File: src/npm_pkg.sv
// Package for the polynomial multiplier: sizes, widths, prime table, FSM state type.
// No dependencies; used by npm_reduce and ntt_polynomial_multiply.
package npm_pkg;

  localparam int LOG_SIZE  = 6;
  localparam int SIZE      = 1 << LOG_SIZE;
  localparam int HALF      = SIZE / 2;
  localparam int AW        = LOG_SIZE;
  localparam int CW        = $clog2(HALF + 1);
  localparam int COEF_W    = 30;
  localparam int PROD_W    = 2 * COEF_W;
  localparam int ACC_W     = PROD_W + $clog2(HALF);
  localparam int RED_W     = ACC_W + (ACC_W % 2);
  localparam int RED_STEPS = RED_W / 2;
  localparam int STEP_W    = $clog2(RED_STEPS + 1);

  localparam logic [2:0] SEL_RESET = 3'd1;

  typedef enum logic [2:0] {
    ST_LOAD,
    ST_SETUP,
    ST_MAC,
    ST_RED,
    ST_EMIT_RD,
    ST_EMIT_WAIT,
    ST_EMPTY
  } npm_state_t;

  // Selector values above the table saturate to the last prime.
  function automatic logic [COEF_W-1:0] prime_of(input logic [2:0] sel);
    logic [COEF_W-1:0] p;
    case (sel)
      3'd0:    p = COEF_W'(7340033);
      3'd1:    p = COEF_W'(998244353);
      3'd2:    p = COEF_W'(754974721);
      3'd3:    p = COEF_W'(167772161);
      default: p = COEF_W'(469762049);
    endcase
    return p;
  endfunction

endpackage

File: src/npm_reduce.sv
// Sequential modular reduction of a wide accumulator, two bits per cycle.
// Depends on npm_pkg.
module npm_reduce (
  input  logic                          clk,
  input  logic                          rst_n,
  input  logic                          start,
  input  logic [npm_pkg::RED_W-1:0]     value,
  input  logic [npm_pkg::COEF_W-1:0]    modulus,
  output logic                          done,
  output logic [npm_pkg::COEF_W-1:0]    result
);
  import npm_pkg::*;

  logic [RED_W-1:0]  shift_r;
  logic [COEF_W-1:0] rem_r;
  logic [STEP_W-1:0] step_r;
  logic              busy_r;
  logic              done_r;

  logic [COEF_W+1:0] t;
  logic [COEF_W+2:0] p1, p2, p3, d1, d2, d3;
  logic [COEF_W-1:0] rem_nxt;

  // remainder stays below p, so rem*4 + digit < 4p: at most three subtractions of p
  always_comb begin
    t  = {rem_r, shift_r[RED_W-1 -: 2]};
    p1 = {3'b000, modulus};
    p2 = {2'b00, modulus, 1'b0};
    p3 = p1 + p2;
    d1 = {1'b0, t} - p1;
    d2 = {1'b0, t} - p2;
    d3 = {1'b0, t} - p3;
    if (!d3[COEF_W+2])      rem_nxt = d3[COEF_W-1:0];
    else if (!d2[COEF_W+2]) rem_nxt = d2[COEF_W-1:0];
    else if (!d1[COEF_W+2]) rem_nxt = d1[COEF_W-1:0];
    else                    rem_nxt = t[COEF_W-1:0];
  end

  always_ff @(posedge clk) begin
    if (!rst_n) begin
      busy_r <= 1'b0;
      done_r <= 1'b0;
      step_r <= '0;
    end else begin
      done_r <= 1'b0;
      if (start) begin
        busy_r <= 1'b1;
        step_r <= '0;
      end else if (busy_r) begin
        step_r <= step_r + 1'b1;
        if (step_r == STEP_W'(RED_STEPS - 1)) begin
          busy_r <= 1'b0;
          done_r <= 1'b1;
        end
      end
    end
  end

  always_ff @(posedge clk) begin
    if (start) begin
      shift_r <= value;
      rem_r   <= '0;
    end else if (busy_r) begin
      shift_r <= {shift_r[RED_W-3:0], 2'b00};
      rem_r   <= rem_nxt;
    end
  end

  assign done   = done_r;
  assign result = rem_r;

endmodule

File: config.mk
export PLATFORM = sky130hd
export DESIGN_NAME = npm_reduce
export DESIGN_NICKNAME = d
export VERILOG_FILES = /design/src/npm_pkg.sv /design/src/npm_reduce.sv
export SDC_FILE = /design/constraint.sdc
export NUM_CORES = 1
export LEC_CHECK = 0
export ABC_AREA = 1
export BUFFER_PORTS_ARGS = -buffer_cell sky130_fd_sc_hd__clkbuf_2
export CAP_MARGIN = 30
export CELL_PAD_IN_SITES_DETAIL_PLACEMENT = 0
export CELL_PAD_IN_SITES_GLOBAL_PLACEMENT = 1
export CORE_MARGIN = 2
export CORE_UTILIZATION = 45
export DETAILED_ROUTE_END_ITERATION = 10
export PLACE_DENSITY_LB_ADDON = 0.1
export SYNTH_ARGS = -nofsm -noshare
export SYNTH_HDL_FRONTEND = slang
export SYNTH_SLANG_ARGS = --single-unit
File: constraint.sdc
create_clock -name clk -period 10.8 [get_ports clk]
set_clock_uncertainty 0.2 [all_clocks]
set_input_delay 3.24 -clock clk [delete_from_list [all_inputs] [get_ports clk]]
set_output_delay 3.24 -clock clk [all_outputs]
set_load 0.01 [all_outputs]
==> results of run 1 <==
## area by class of cell
cell class / count / area (um2) / area share (%)
repair buffers: 137 / 706 / 5.36
multi-input cells: 1490 / 7900 / 60.0
well taps: 335 / 419 / 3.18
inverters: 294 / 1100 / 8.38
clock buffers: 9 / 225 / 1.71
flip-flops and latches: 104 / 2740 / 20.8
clock inverters: 7 / 73.8 / 0.560
## worst register-to-register path, cell delays in order, from the launching register on
cell     delay [ns]
dfxtp_1        0.53
fa_1           0.51
ha_1           0.39
a21oi_1        0.27
o21ai_0        0.15
a21oi_1        0.17
nand2_2        0.12
nand2_1        0.12
nand3_4        0.40
inv_2          0.55
nand2_1        0.11
inv_1          0.07
nand2_1        0.05
nand3_1        0.07
nand2_1        0.06
inv_1          0.05
## layout by cell type, fill, tap and decap left out, drive strengths merged, types with 6 or more instances in the layout
master    n
o21ai    58
o21bai   10
fa       31
nor3     20
nand4    15
inv     297
xor2     24
or2       8
dfxtp    38
a21oi   123
edfxtp   66
clkbuf  138
buf       8
ha       98
xnor2    20
nor2    141
nand3   141
a21o      6
nand2   768
## registers in the layout (all words and copies together) (netlist names)
name and count:
busy_r 1, done 1, step_r 6, result 30, shift_r 66
## worst min path at each step
stage,end,from,cells after the start
after floorplan,step_r[0],step_r[0],2
after global placement,step_r[4],step_r[4],2
after detailed placement,shift_r[65],shift_r[63],2
after CTS,shift_r[41],shift_r[39],2
after global routing,step_r[0],step_r[0],2
final,shift_r[41],shift_r[39],2
## power by group through the flow
stage | Clock (W) | Sequential (W) | Combinational, W
2_1_floorplan | 0 | 0.000544 | 0.00117
3_3_place_gp | 0 | 0.000563 | 0.00162
3_5_place_dp | 0 | 0.000564 | 0.00161
4_1_cts | 0.000349 | 0.000555 | 0.00162
5_1_grt | 0.000360 | 0.000563 | 0.00183
6_report | 0.000342 | 0.000557 | 0.00164
## Yosys cell counts, types with 3 or more instances
cell,instances,area [um2]
fa_1,31,621
a21o_1,6,45.0
inv_1,289,1080
nand2_2,11,68.8
buf_6,5,56.3
clkbuf_1,18,67.6
xor2_1,24,210
o21a_1,4,30.0
buf_1,3,11.3
a21boi_0,3,22.5
o21bai_1,10,75.1
a21oi_2,3,26.3
buf_2,9,45.0
edfxtp_1,66,1980
xnor2_1,20,175
nand2_1,757,2840
nand4_1,15,93.8
or2_1,4,25.0
o21ai_1,8,40.0
or2_2,4,25.0
dfxtp_1,38,761
nor2_1,138,518
a21oi_1,119,596
o211ai_1,4,30.0
ha_1,98,1230
o21ai_0,49,245
nand3b_1,4,30.0
nor3_1,19,95.1
nor2_2,3,18.8
nand3_1,140,701
inv_2,5,18.8
## logic make-up (layout without fill, tap and decap cells)
| group | count (synthesis) | after routing | share of synthesized area (%) |
|---|---|---|---|
| AND/OR/NAND/NOR | 1104 | 1104 | 37.6 |
| XOR/XNOR | 44 | 44 | 3.23 |
| adder cells (fa/ha/maj) | 129 | 129 | 15.5 |
| buffers and inverters | 331 | 447 | 10.9 |
| flip-flops | 104 | 104 | 23.0 |
| AO/OA/AOI/OAI | 213 | 213 | 9.83 |
## routing by layer
metal / GRT usage [%] / share of wire [%] / vias to the layer above
met3: 2.50 / 5.7 / 54
met4: 8.02 / 2.3 / 0
li1: - / - / 6302
met5: 0 / 0 / -
met2: 47.4 / 46 / 426
met1: 40.2 / 46 / 5759
## per-stage QoR
step	utilization [%]	total power (W)	hold WS (ns)	worst slack, ns
global route	50.5	0.00276	0.330	4.09
finish	50.5	0.00254	0.304	4.31
global placement	49.4	0.00218	0.288	4.02
floorplan	-	0.00171	0.264	5.04
detailed placement	49.4	0.00218	0.299	3.97
CTS	50.5	0.00253	0.315	4.33
==> results.py, run 1 <==
metrics = {
    "final_layout": {
        "layout.cells.non_filler": 2376,
        "fin_area_um2": 13200,
        "nNetsFinal": 2264,
        "area.growth.synth_to_final_pct": 10.3,
        "fill_cells": 2832,
        "drive_above_1_share_pct": 9.11,
        "n_antenna_cell": 0,
    },
    "clocking": {
        "cts_setup_buffers": 0,
        "cts-htree-levels": 3,
        "cts_buffers": 9,
        "cts.sinks": 104,
        "path_clk_slew_ns": 0.09,
        "clk_latency_ns": 0.36,
        "tritoncts": "done",
        "cts_resized": 0,
        "hold_buffers": 0,
        "clockRootBuffer": "clkbuf_16",
        "cts.path.max_buffers": 2,
    },
    "floorplanning": {
        "die_area_um2": 27900,
        "row_count": 59,
        "start_util_pct": 45.8,
        "die_y_um": 167,
        "pin_count": 130,
        "die-width_um": 167,
        "core_um2": 26100,
    },
    "yosys": {
        "synthArstFlopShare_pct": 0,
        "synthCells": 1925,
        "avgSynthCellArea_um2": 6.20,
        "synth_ff_type": "edfxtp_1",
        "netlist_area_um2": 11900,
        "ys_ff_latch": 104,
        "ys_types": 45,
        "synth_enable_flop_cells": 66,
        "syn_nets": 2153,
        "yosys_warnings": 0,
        "ys_seq_area_share_pct": 23.0,
    },
    "worst_setup_path": {
        "critPathKind": "input pin to flip-flop",
        "reg2reg_to": "result[26]",
        "startpoint": "modulus[1]",
        "r2r-start": "result[9]",
        "reg2reg_depth": 15,
        "crit_path_top_delay_cell": "inv_2",
        "cp.depth": 20,
        "cpMostUsedCell": "nand2_1",
        "crit_end": "result[26]",
        "crit_family": "simple AND/OR/NAND/NOR gates",
        "r2r_slack_ns": 6.96,
        "critPathLaunchType": "input pin",
        "crit_path_max_incr_delay_ns": 0.55,
        "setup.worst_path.end_class": "flip-flop",
        "cp_num_buf_inv": 5,
        "crit_fanout": 36,
        "path_cells": "clkbuf_2, inv_1, fa_1, ha_1, nand2_1, nand2_1, o21a_1, nand2_1, nand2_1, nand2_1, nand2_2, nand2_1, nand3_4, inv_2, nand2_1, inv_1, nand2_1, nand3_1, nand2_1, inv_1",
        "cp_data_arrival_time_ns": 6.60,
        "cp_data_required_time_ns": 10.92,
    },
    "routing": {
        "drtPass1Iterations": 5,
        "via_count": 12500,
        "drt_iter0_drc": 1026,
        "routedWlPerCell_um": 16.9,
        "drt_wl_total_um": 40000,
        "viasPerCell": 5.28,
        "drc": 0,
        "ant_nets": 0,
    },
    "grt": {
        "antenna_found_initial": 0,
        "grt_pass1_wl_um": 63400,
        "grt_overflow": 0,
        "grt_start_max_net_pins": 76,
        "grt_usage_pct": 28.7,
        "grt_pass1_vias": 12000,
    },
    "placed_design": {
        "dp_hpwl_um": 33000,
        "dp_cells": 2360,
        "routabilityCongestion": 0.932,
        "io_buffers": 129,
        "place_area_um2": 12900,
    },
    "timing": {
        "fin_crit_ns": 6.49,
        "worstMarginPinSlew_ns": 0.964,
        "rsz0062_at_grt": "no",
        "finalSetupTns_ns": 0,
        "timing.slew.headroom_pct": 35.5,
        "fin_crit_sh_pct": 60.0,
        "setup_viol": 0,
        "hold_viol": 0,
        "fmaxAchievable_mhz": 154,
        "maxSlewViolCount": 0,
    },
    "pwr": {
        "powerDensity_nw_per_um2": 193,
        "peakVddDrop_mv": 0.104,
        "clkPwrFrac_pct": 13.5,
        "internal_power_w": 0.00119,
        "p_leak_nw": 7.33,
        "switching_power_w": 0.00135,
        "seqPwrFrac_pct": 21.9,
        "switching_share_pct": 53.1,
        "combinationalPowerShare_pct": 64.6,
    },
    "job": {
        "max_cap_violations": 0,
    },
    "status": {
        "run_status": "finished, final reports clean",
    },
    "hold_path": {
        "hold_class": "flip-flop to flip-flop",
    },
}
(Power assumes the default switching activity.)
==> run 2: changes to the inputs <==
- CORE_UTILIZATION: 45 -> 39
- clock period: 10.8 -> 5.6 ns (I/O delays scaled with it)
==> run 2 against run 1 <==
  * Worst setup slack worse by 3.3 ns
  * Wire length up 2.7%
  * Largest power group unchanged
  * Highest routed layer unchanged
  * Combinational power up 94%
  * Hold slack worse by 0.0019 ns
  * Sequential share of layout area down 0.18 points
==> results.py, run 2 (synthesis gave the netlist of run 1 again) <==
metrics = {
    "placed_design": {
        "io_buffers": 129,
        "dp_hpwl_um": 34000,
        "routabilityCongestion": 0.903,
        "dp_cells": 2424,
        "place_area_um2": 13000,
    },
    "timing": {
        "hold_viol": 0,
        "setup_viol": 0,
        "fin_crit_ns": 4.60,
        "maxSlewViolCount": 0,
        "fin_crit_sh_pct": 82.1,
        "finalSetupTns_ns": 0,
        "timing.slew.headroom_pct": 39.6,
        "worstMarginPinSlew_ns": 0.906,
        "rsz0062_at_grt": "no",
        "fmaxAchievable_mhz": 218,
    },
    "routing": {
        "ant_nets": 0,
        "routedWlPerCell_um": 16.9,
        "drc": 0,
        "via_count": 12200,
        "viasPerCell": 5.01,
        "routed-wl-met3_um": 2020,
        "drt_wl_total_um": 41100,
        "highest_layer": "met4",
        "wirelength_met1_um": 19100,
        "drt_iter0_drc": 765,
        "drtPass1Iterations": 5,
        "met2RoutedLength_um": 18800,
    },
    "final_layout": {
        "largest_register_ffs": 66,
        "drive_above_1_share_pct": 9.30,
        "fill_cells": 3305,
        "regMostFlops": "shift_r",
        "n_antenna_cell": 0,
        "layout.cells.non_filler": 2440,
        "layout_commonest_cell": "nand2_1",
        "area.growth.synth_to_final_pct": 11.3,
        "final_cell_mix": "nand2_1, inv_1, nand3_1, nor2_1, clkbuf_2",
        "fin_area_um2": 13300,
        "nNetsFinal": 2267,
    },
    "pwr": {
        "clkPwrFrac_pct": 13.5,
        "combinationalPowerShare_pct": 64.4,
        "seqPwrFrac_pct": 22.0,
        "internal_power_w": 0.00232,
        "switching_power_w": 0.00261,
        "p_leak_nw": 7.35,
        "switching_share_pct": 52.9,
        "peakVddDrop_mv": 0.181,
        "total_power_w": 0.00493,
        "powerDensity_nw_per_um2": 371,
    },
    "status": {
        "run_status": "finished, final reports clean",
    },
    "worst_setup_path": {
        "startpoint": "modulus[15]",
        "cp_data_arrival_time_ns": 4.71,
        "crit_path_top_delay_cell": "fa_1",
        "path_cells": "clkbuf_2, inv_1, fa_1, ha_1, a21oi_1, o21ai_0, a21oi_1, nand2_2, nand2_1, nand3_4, inv_2, nand3_1, nand3_1, nand2_1, inv_1",
        "critPathKind": "input pin to flip-flop",
        "crit_fanout": 25,
        "setup.worst_path.end_class": "flip-flop",
        "cp_data_required_time_ns": 5.72,
        "r2r-start": "result[7]",
        "critPathLaunchType": "input pin",
        "crit_path_max_incr_delay_ns": 0.49,
    },
    "floorplanning": {
        "start_util_pct": 39.4,
        "die_area_um2": 32000,
        "pin_count": 130,
        "die_y_um": 179,
        "core_um2": 30300,
        "die-width_um": 179,
        "row_count": 64,
    },
    "clocking": {
        "cts-htree-levels": 3,
        "tritoncts": "done",
        "clk_latency_ns": 0.37,
        "hold_buffers": 0,
        "cts.sinks": 104,
        "path_clk_slew_ns": 0.08,
        "cts_setup_buffers": 0,
        "cts_buffers": 9,
        "clockRootBuffer": "clkbuf_16",
        "cts.path.max_buffers": 2,
        "cts_resized": 0,
    },
    "grt": {
        "grt_pass1_wl_um": 64400,
        "grt_overflow": 0,
        "grt_start_max_net_pins": 73,
        "antenna_found_initial": 0,
        "grt_usage_pct": 26.3,
        "grt_pass1_vias": 12000,
    },
    "hold_path": {
        "hold_start": "step_r[0]",
        "hold_class": "flip-flop to flip-flop",
    },
    "job": {
        "max_cap_violations": 0,
    },
}
## run 2: cell types whose count changed in the layout (fill, tap and decap cells not counted)
cell	previous run	this run
inv_12	0	1
inv_6	2	1
buf_4	8	10
buf_12	0	1
clkinvlp_4	0	1
clkinv_8	2	1
inv_8	1	2
clkinv_1	1	0
## run 2: critical path: cells and delay by family
family	cells	cell delay [ns]
AND/OR/NAND/NOR	6	0.72
buffers and inverters	4	0.82
AO/OA/AOI/OAI	3	0.61
adder cells (fa/ha/maj)	2	0.85
## run 2: cell type report
type	count	area (um2)	area share (%)
flip-flops and latches	104	2740	20.6
well taps	396	495	3.73
multi-input cells	1490	7900	59.5
clock buffers	9	225	1.69
repair buffers	140	741	5.57
clock inverters	7	80.1	0.603
inverters	294	1100	8.30
## run 2: final timing paths
kind                     end  slack (ns)  depth (start not counted)
setup / recovery  result[23]        1.00                         15
hold / removal     step_r[0]        0.30                          2
setup reg to reg  result[23]        2.13                         13
hold reg to reg    step_r[0]        0.30                          2
## run 2: power groups by stage
stage	Sequential [W]	Combinational (W)	Clock [W]
final	0.00108	0.00318	0.000668
after global routing	0.00110	0.00357	0.000710
after CTS	0.00108	0.00315	0.000686
after detailed placement	0.00110	0.00313	0
after global placement	0.00110	0.00315	0
after floorplan	0.00105	0.00225	0
## run 2: metrics by stage
stage	setup slack [ns]	hold WS, ns	util [%]
2_1_floorplan	1.40	0.264	-
3_3_place_gp	0.710	0.289	42.8
3_5_place_dp	0.678	0.298	42.8
4_1_cts	1.04	0.309	43.8
5_1_grt	0.740	0.339	43.8
6_report	1.00	0.302	43.8
## run 2: routing by layer
layer / GRT usage (%) / vias to the layer above
met5: 0 / -
met4: 8.91 / 0
met3: 2.76 / 64
met2: 43.8 / 318
met1: 35.6 / 5526
li1: - / 6321
